## src/sv/hms_pkg.sv

```systemverilog
package hms_pkg;

   // store geometry
   localparam int BINS  = 1024;
   localparam int IDX_W = $clog2(BINS);

   // item field widths
   localparam int FUNC_W   = 1;
   localparam int KEY_W    = 10;
   localparam int COUNT_W  = 32;
   localparam int BIN_W    = 32;
   localparam int MEDIAN_W = 10;
   localparam int TOTAL_W  = 52;
   localparam int POINTS_W = 42;
   localparam int MEAN_W   = 18;
   localparam int FRAC_W   = 8;

   // stream packing
   localparam int REQ_FIELDS_W = KEY_W + COUNT_W;
   localparam int REQ_DATA_W   = ((REQ_FIELDS_W + 7) / 8) * 8;
   localparam int RSP_FIELDS_W = BIN_W + MEDIAN_W + TOTAL_W + POINTS_W + MEAN_W;
   localparam int RSP_DATA_W   = ((RSP_FIELDS_W + 7) / 8) * 8;

   // datapath widths
   localparam int PROD_W = IDX_W + BIN_W;
   localparam int DVD_W  = TOTAL_W + FRAC_W;

   localparam logic [FUNC_W-1:0] FUNC_ADD   = 1'b0;
   localparam logic [FUNC_W-1:0] FUNC_QUERY = 1'b1;

   typedef struct packed {
      logic                start;
      logic [TOTAL_W-1:0]  total;
      logic [POINTS_W-1:0] points;
   } div_req_type;

   typedef struct packed {
      logic              done;
      logic [MEAN_W-1:0] quot;
   } div_rsp_type;

endpackage

```

## src/sv/hms_div.sv

```systemverilog
module hms_div (
   input  logic                clock,
   input  logic                reset,
   input  hms_pkg::div_req_type div_req,
   output hms_pkg::div_rsp_type div_rsp
);
   import hms_pkg::*;

   localparam int CNT_W = $clog2(MEAN_W);
   localparam logic [CNT_W-1:0] LAST_STEP = CNT_W'(MEAN_W - 1);

   logic                busy_ff, busy_in;
   logic                done_ff, done_in;
   logic [CNT_W-1:0]    cnt_ff, cnt_in;
   logic [POINTS_W-1:0] rem_ff, rem_in;
   logic [POINTS_W-1:0] divisor_ff, divisor_in;
   logic [MEAN_W-1:0]   dvd_ff, dvd_in;
   logic [MEAN_W-1:0]   quot_ff, quot_in;

   logic [DVD_W-1:0]    dividend;
   logic [POINTS_W:0]   trial;
   logic [POINTS_W:0]   diff;
   logic                ge;

   // dividend = total << FRAC_W; quotient always fits MEAN_W bits,
   // so the upper part starts out below the divisor
   assign dividend = {div_req.total, {FRAC_W{1'b0}}};
   assign trial    = {rem_ff, dvd_ff[MEAN_W-1]};
   assign diff     = trial - {1'b0, divisor_ff};
   assign ge       = (trial >= {1'b0, divisor_ff});

   always_comb begin
      busy_in    = busy_ff;
      done_in    = 1'b0;
      cnt_in     = cnt_ff;
      rem_in     = rem_ff;
      divisor_in = divisor_ff;
      dvd_in     = dvd_ff;
      quot_in    = quot_ff;
      if (div_req.start) begin
         busy_in    = 1'b1;
         cnt_in     = '0;
         rem_in     = dividend[DVD_W-1:MEAN_W];
         dvd_in     = dividend[MEAN_W-1:0];
         divisor_in = div_req.points;
         quot_in    = '0;
      end else if (busy_ff) begin
         rem_in  = ge ? diff[POINTS_W-1:0] : trial[POINTS_W-1:0];
         dvd_in  = {dvd_ff[MEAN_W-2:0], 1'b0};
         quot_in = {quot_ff[MEAN_W-2:0], ge};
         cnt_in  = cnt_ff + 1'b1;
         if (cnt_ff == LAST_STEP) begin
            busy_in = 1'b0;
            done_in = 1'b1;
         end
      end
   end

   always_ff @(posedge clock) begin
      if (reset) begin
         busy_ff <= 1'b0;
         done_ff <= 1'b0;
         cnt_ff  <= '0;
      end else begin
         busy_ff <= busy_in;
         done_ff <= done_in;
         cnt_ff  <= cnt_in;
      end
      rem_ff     <= rem_in;
      divisor_ff <= divisor_in;
      dvd_ff     <= dvd_in;
      quot_ff    <= quot_in;
   end

   assign div_rsp.done = done_ff;
   assign div_rsp.quot = quot_ff;

endmodule
```

## config.mk

```make
export PLATFORM = sky130hd
export DESIGN_NAME = hms_div
export DESIGN_NICKNAME = d
export VERILOG_FILES = /design/src/sv/hms_pkg.sv /design/src/sv/hms_div.sv
export SDC_FILE = /design/constraint.sdc
export NUM_CORES = 1
export LEC_CHECK = 0
export BUFFER_PORTS_ARGS = -buffer_cell sky130_fd_sc_hd__buf_2
export CAP_MARGIN = 0
export CORE_MARGIN = 2
export CORE_UTILIZATION = 45
export CTS_BUF_LIST = sky130_fd_sc_hd__clkbuf_8
export CTS_CLUSTER_SIZE = 20
export DETAILED_ROUTE_END_ITERATION = 10
export GPL_ROUTABILITY_DRIVEN = 0
export GPL_TIMING_DRIVEN = 0
export PLACE_DENSITY_LB_ADDON = 0.1
export SLEW_MARGIN = 0
export SYNTH_ARGS = -nofsm -noshare
export SYNTH_HDL_FRONTEND = slang
export SYNTH_SLANG_ARGS = --single-unit
```

## constraint.sdc

```tcl
create_clock -name clock -period 8.2 [get_ports clock]
set_input_delay 2.46 -clock clock [delete_from_list [all_inputs] [get_ports clock]]
set_output_delay 2.46 -clock clock [all_outputs]
set_load 0.02 [all_outputs]
```

==> metrics.txt <==
# TYPE chip_impl_metric gauge
chip_impl_metric{name="first_pass_iters",unit=""} 8
chip_impl_metric{name="cts_resized",unit=""} 0
chip_impl_metric{name="hold-worst-slack",unit="ps"} 507.9
chip_impl_metric{name="synth_fa_ha_area_share",unit="%"} 7.421
chip_impl_info{name="dominant_combinational_cell_family_by_area_after_synthesis",value="compound AO/OA/AOI/OAI gates"} 1
chip_impl_metric{name="drv.max_cap_violation_count",unit=""} 0
chip_impl_metric{name="drt-total-wl",unit="mm"} 21.23
chip_impl_metric{name="floorplan.initialDensity",unit="%"} 46.20
chip_impl_info{name="clockRootBuffer",value="sky130_fd_sc_hd__clkbuf_8"} 1
chip_impl_info{name="setup_repair_after_global_routing_missed_its_margin",value="no"} 1
chip_impl_metric{name="synth.yosys.warnings",unit=""} 0
chip_impl_metric{name="fin_worst_skew",unit="ps"} 11.61
chip_impl_metric{name="worst_ir_drop_vdd",unit="mV"} 0.1364
chip_impl_metric{name="share_clk_of_total_power",unit="%"} 21.4
chip_impl_metric{name="drt_drc_violations_left",unit=""} 0
chip_impl_metric{name="postSynth.asyncResetShare",unit="%"} 0
chip_impl_metric{name="slew_violations",unit=""} 0
chip_impl_metric{name="routedWlPerCell",unit="µm"} 17.99
chip_impl_metric{name="setup_tns",unit="ps"} 0
chip_impl_metric{name="detailedRoute.firstIterationViolations",unit=""} 484
chip_impl_info{name="tritoncts",value="yes"} 1
chip_impl_metric{name="cts-buffers-inserted",unit=""} 17
chip_impl_metric{name="layout-drive-gt1-share",unit="%"} 20.73
chip_impl_metric{name="clock.fmax",unit="MHz"} 175.5
chip_impl_metric{name="power.net_switching",unit="mW"} 1.070
chip_impl_metric{name="antenna_cells",unit=""} 0
chip_impl_metric{name="critical_path.n_buffers_inverters",unit=""} 5
chip_impl_metric{name="fp.dieArea",unit="mm²"} 0.01815
chip_impl_metric{name="ys_ff_latch",unit=""} 119
chip_impl_metric{name="core_region_area",unit="mm²"} 0.01664
chip_impl_metric{name="synthCells",unit=""} 812
chip_impl_metric{name="cts_post_setup_buffers_inserted",unit=""} 0
chip_impl_metric{name="grt_overflow_total",unit=""} 0
chip_impl_metric{name="worst_ep_arrival_time",unit="ps"} 5840
chip_impl_metric{name="hold_buffers",unit=""} 0
chip_impl_metric{name="internal_power",unit="mW"} 1.513
chip_impl_metric{name="synth_compound_area_share",unit="%"} 19.41
chip_impl_metric{name="detailed_route_vias_per_instance",unit=""} 5.640
chip_impl_metric{name="num_vias",unit=""} 6655
chip_impl_metric{name="synth_enable_flop_cells",unit=""} 94
chip_impl_info{name="path_common_cell",value="sky130_fd_sc_hd__clkbuf_1"} 1
chip_impl_metric{name="flow.area_growth_from_synthesis",unit="%"} 16.58
chip_impl_metric{name="summed_instance_area_of_the_synthesized_netlist",unit="mm²"} 0.007689
chip_impl_metric{name="floorplan.die.width",unit="µm"} 134.7
chip_impl_metric{name="final_hpwl_from_detailed_placement",unit="mm"} 15.39
chip_impl_info{name="critPathLaunchType",value="input pin"} 1
chip_impl_metric{name="first_pass_grt_wire_length",unit="mm"} 33.16
chip_impl_info{name="run_status",value="complete, no violations"} 1
chip_impl_metric{name="worstPathRequired",unit="ps"} 8340
chip_impl_metric{name="num_io_pins",unit=""} 116
chip_impl_metric{name="switching_share",unit="%"} 41.42
chip_impl_metric{name="route.antenna.remaining_nets",unit=""} 0
chip_impl_metric{name="synth_sequential_area_ratio",unit="%"} 43.22
chip_impl_info{name="slowest_stage",value="sky130_fd_sc_hd__buf_2"} 1
chip_impl_metric{name="grt_max_degree",unit=""} 49
chip_impl_metric{name="relSlewSlack",unit="%"} 18.73
chip_impl_metric{name="first_global_vias",unit=""} 6312
chip_impl_metric{name="max-clock-path-buffers",unit=""} 2
chip_impl_metric{name="post_synth_num_cell_types",unit=""} 78
chip_impl_metric{name="final_net_count",unit=""} 1089
chip_impl_metric{name="pwr-share-seq",unit="%"} 31.7
chip_impl_metric{name="worstSkewPairLatency",unit="ps"} 450
chip_impl_metric{name="power.static_leakage",unit="nW"} 3.868
chip_impl_metric{name="maximum_net_fanout_on_the_critical_path",unit=""} 48
chip_impl_metric{name="grt_use_total",unit="%"} 23.56
chip_impl_metric{name="placement.cell_area",unit="mm²"} 0.008562
chip_impl_metric{name="synthSimpleGateAreaFrac",unit="%"} 16.53
chip_impl_metric{name="pwr-share-comb",unit="%"} 46.8
chip_impl_metric{name="worst_path_largest_cell_delay",unit="ps"} 880
chip_impl_info{name="critPathTopFamily",value="buffers and inverters"} 1
chip_impl_metric{name="avgSynthCellArea",unit="µm²"} 9.469
chip_impl_metric{name="buffer_ports.inserted",unit=""} 115
chip_impl_metric{name="synth_mux_area_share",unit="%"} 4.622
chip_impl_metric{name="fin_area",unit="mm²"} 0.008964
chip_impl_metric{name="timing.final.crit_share",unit="%"} 69.50
chip_impl_info{name="capturing_element_type_of_the_critical_path",value="flop"} 1
chip_impl_metric{name="power.density",unit="mW/mm²"} 288.1
chip_impl_metric{name="dieHeight",unit="µm"} 134.7
chip_impl_metric{name="cts_htree_levels",unit=""} 4
chip_impl_metric{name="antenna_found_initial",unit=""} 0
chip_impl_metric{name="cts.clk_slew.worst_paths",unit="ps"} 80
chip_impl_info{name="worstHoldPathType",value="reg -> reg"} 1
chip_impl_info{name="path_cells",value="buf_2 > clkinv_1 > clkbuf_1 > clkbuf_1 > nand2_2 > buf_12"} 1
chip_impl_metric{name="synth_nets",unit=""} 954
chip_impl_metric{name="worst_slew_pin_slew",unit="ps"} 1219
chip_impl_metric{name="timing.final.setup_violations",unit=""} 0
chip_impl_info{name="postSynth.topFlopCell",value="sky130_fd_sc_hd__edfxtp_1"} 1
chip_impl_metric{name="timing.final.hold_violations",unit=""} 0
chip_impl_metric{name="final_period_minus_worst_setup_slack",unit="ps"} 5699
chip_impl_metric{name="placementRows",unit=""} 47
chip_impl_info{name="critPathKind",value="in -> reg"} 1
chip_impl_metric{name="clock_sink_count",unit=""} 119
chip_impl_metric{name="synthXorXnorAreaFrac",unit="%"} 3.190
stage by stage:
stage | cells | utilization (%) | setup WS [ps] | power, mW
after floorplan | 812 | - | 3552 | 1.697
after global placement | 1147 | 51.31 | 1012 | 2.002
after detailed placement | 1148 | 51.45 | 1997 | 2.007
after CTS | 1180 | 53.86 | 2505 | 2.575
after global routing | 1180 | 53.86 | 2253 | 2.742
final | 1180 | 53.86 | 2501 | 2.583
metal layers:
metal | part of all wire, % | track usage, % | up-vias
met5 | 0 | 0 | -
met4 | 0.94 | 6.667 | 0
met3 | 5.0 | 4.767 | 19
met2 | 46 | 37.96 | 198
met1 | 48 | 32.27 | 3172
li1 | - | - | 3266
Yosys cell counts, types with 19 or more instances:
cell type	instances	area share (%)
sky130_fd_sc_hd__nor2_1	75	3.7
sky130_fd_sc_hd__edfxtp_1	94	37
sky130_fd_sc_hd__inv_1	57	2.8
sky130_fd_sc_hd__nor3_1	20	1.3
sky130_fd_sc_hd__a21oi_1	58	3.8
sky130_fd_sc_hd__a31oi_1	23	1.9
sky130_fd_sc_hd__dfxtp_1	25	6.5
sky130_fd_sc_hd__ha_1	44	7.2
sky130_fd_sc_hd__clkbuf_1	25	1.2
sky130_fd_sc_hd__a21o_1	21	2.1
sky130_fd_sc_hd__o21ai_0	29	1.9
sky130_fd_sc_hd__mux2i_1	22	2.9
sky130_fd_sc_hd__nand2_1	77	3.8
sky130_fd_sc_hd__nand3_1	19	1.2
cell type report:
class	count	area [µm²]
inverter	58	217.7
clock buffer	17	234.0
tap	220	275.3
clock inverter	15	167.7
buffer	48	212.7
sequential	119	3323
fill	1563	7679
multi-input combinational	587	3938
timing repair buffer	116	595.6
layout by cell type, fill, tap and decap left out, types with 3 or more instances in the layout:
| cell | Yosys | final |
|---|---|---|
| sky130_fd_sc_hd__nor2b_1 | 6 | 6 |
| sky130_fd_sc_hd__nor2_1 | 75 | 75 |
| sky130_fd_sc_hd__or3_1 | 3 | 3 |
| sky130_fd_sc_hd__inv_1 | 57 | 57 |
| sky130_fd_sc_hd__ha_1 | 44 | 44 |
| sky130_fd_sc_hd__xnor2_1 | 17 | 17 |
| sky130_fd_sc_hd__inv_6 | 0 | 6 |
| sky130_fd_sc_hd__nor3_1 | 20 | 20 |
| sky130_fd_sc_hd__and4_1 | 4 | 4 |
| sky130_fd_sc_hd__clkbuf_8 | 0 | 17 |
| sky130_fd_sc_hd__a21oi_1 | 58 | 58 |
| sky130_fd_sc_hd__clkinv_4 | 0 | 4 |
| sky130_fd_sc_hd__a211oi_1 | 7 | 7 |
| sky130_fd_sc_hd__edfxtp_1 | 94 | 94 |
| sky130_fd_sc_hd__nor4_1 | 3 | 3 |
| sky130_fd_sc_hd__o211ai_1 | 9 | 9 |
| sky130_fd_sc_hd__xor2_1 | 11 | 11 |
| sky130_fd_sc_hd__o21ai_0 | 29 | 29 |
| sky130_fd_sc_hd__nand4b_1 | 4 | 4 |
| sky130_fd_sc_hd__mux2_2 | 12 | 12 |
| sky130_fd_sc_hd__o21bai_1 | 4 | 4 |
| sky130_fd_sc_hd__dfxtp_1 | 25 | 25 |
| sky130_fd_sc_hd__a21boi_0 | 6 | 6 |
| sky130_fd_sc_hd__buf_1 | 3 | 3 |
| sky130_fd_sc_hd__a2bb2oi_1 | 10 | 10 |
| sky130_fd_sc_hd__a31oi_1 | 23 | 23 |
| sky130_fd_sc_hd__o21a_1 | 6 | 6 |
| sky130_fd_sc_hd__and3_1 | 14 | 14 |
| sky130_fd_sc_hd__buf_4 | 3 | 3 |
| sky130_fd_sc_hd__buf_2 | 17 | 132 |
| sky130_fd_sc_hd__a211o_1 | 3 | 3 |
| sky130_fd_sc_hd__clkbuf_1 | 25 | 25 |
| sky130_fd_sc_hd__and2_1 | 5 | 5 |
| sky130_fd_sc_hd__nand4_1 | 12 | 12 |
| sky130_fd_sc_hd__a21o_1 | 21 | 21 |
| sky130_fd_sc_hd__mux2i_1 | 22 | 22 |
| sky130_fd_sc_hd__o21ai_1 | 6 | 6 |
| sky130_fd_sc_hd__nand3_1 | 19 | 19 |
| sky130_fd_sc_hd__nand2_1 | 77 | 76 |
power by group through the flow:
stage / Sequential, mW / Combinational [mW] / Clock (mW)
after floorplan: 0.817 / 0.880 / 0
after global placement: 0.831 / 1.17 / 0
after detailed placement: 0.830 / 1.18 / 0
after CTS: 0.819 / 1.19 / 0.570
after global routing: 0.828 / 1.32 / 0.593
final: 0.820 / 1.21 / 0.553
path summary, 6_finish.rpt:
kind / startpoint / to / slack (ps) / cells after the start
max reg2reg: rem_ff[22]$_DFFE_PP_ / rem_ff[35]$_DFFE_PP_ / 4150 / 11
max: div_req[94] / rem_ff[12]$_DFFE_PP_ / 2500 / 6
min: cnt_ff[1]$_SDFFE_PP0P_ / cnt_ff[1]$_SDFFE_PP0P_ / 510 / 2
min reg2reg: cnt_ff[1]$_SDFFE_PP0P_ / cnt_ff[1]$_SDFFE_PP0P_ / 510 / 2
logic make-up after synthesis:
group,after synthesis
buf+inv,106
compound gates,219
flops,119
simple gates,261
xor+xnor,28
fa+ha+maj,45
mux,34
worst min-delay path, delay by kind of cell, from the launching register on:
kind             cells  cell delay [ps]
AND/OR/NAND/NOR      1               90
AO/OA/AOI/OAI        1               40
flip-flops           1              340
registers in the layout, summed over array words and instances, names as in the netlist:
register,flops
cnt_ff,5
rem_ff,42
done_ff,1
dvd_ff,10
quot_ff,18
divisor_ff,42
busy_ff,1
Note: power is estimated with default switching activity, not from simulation.
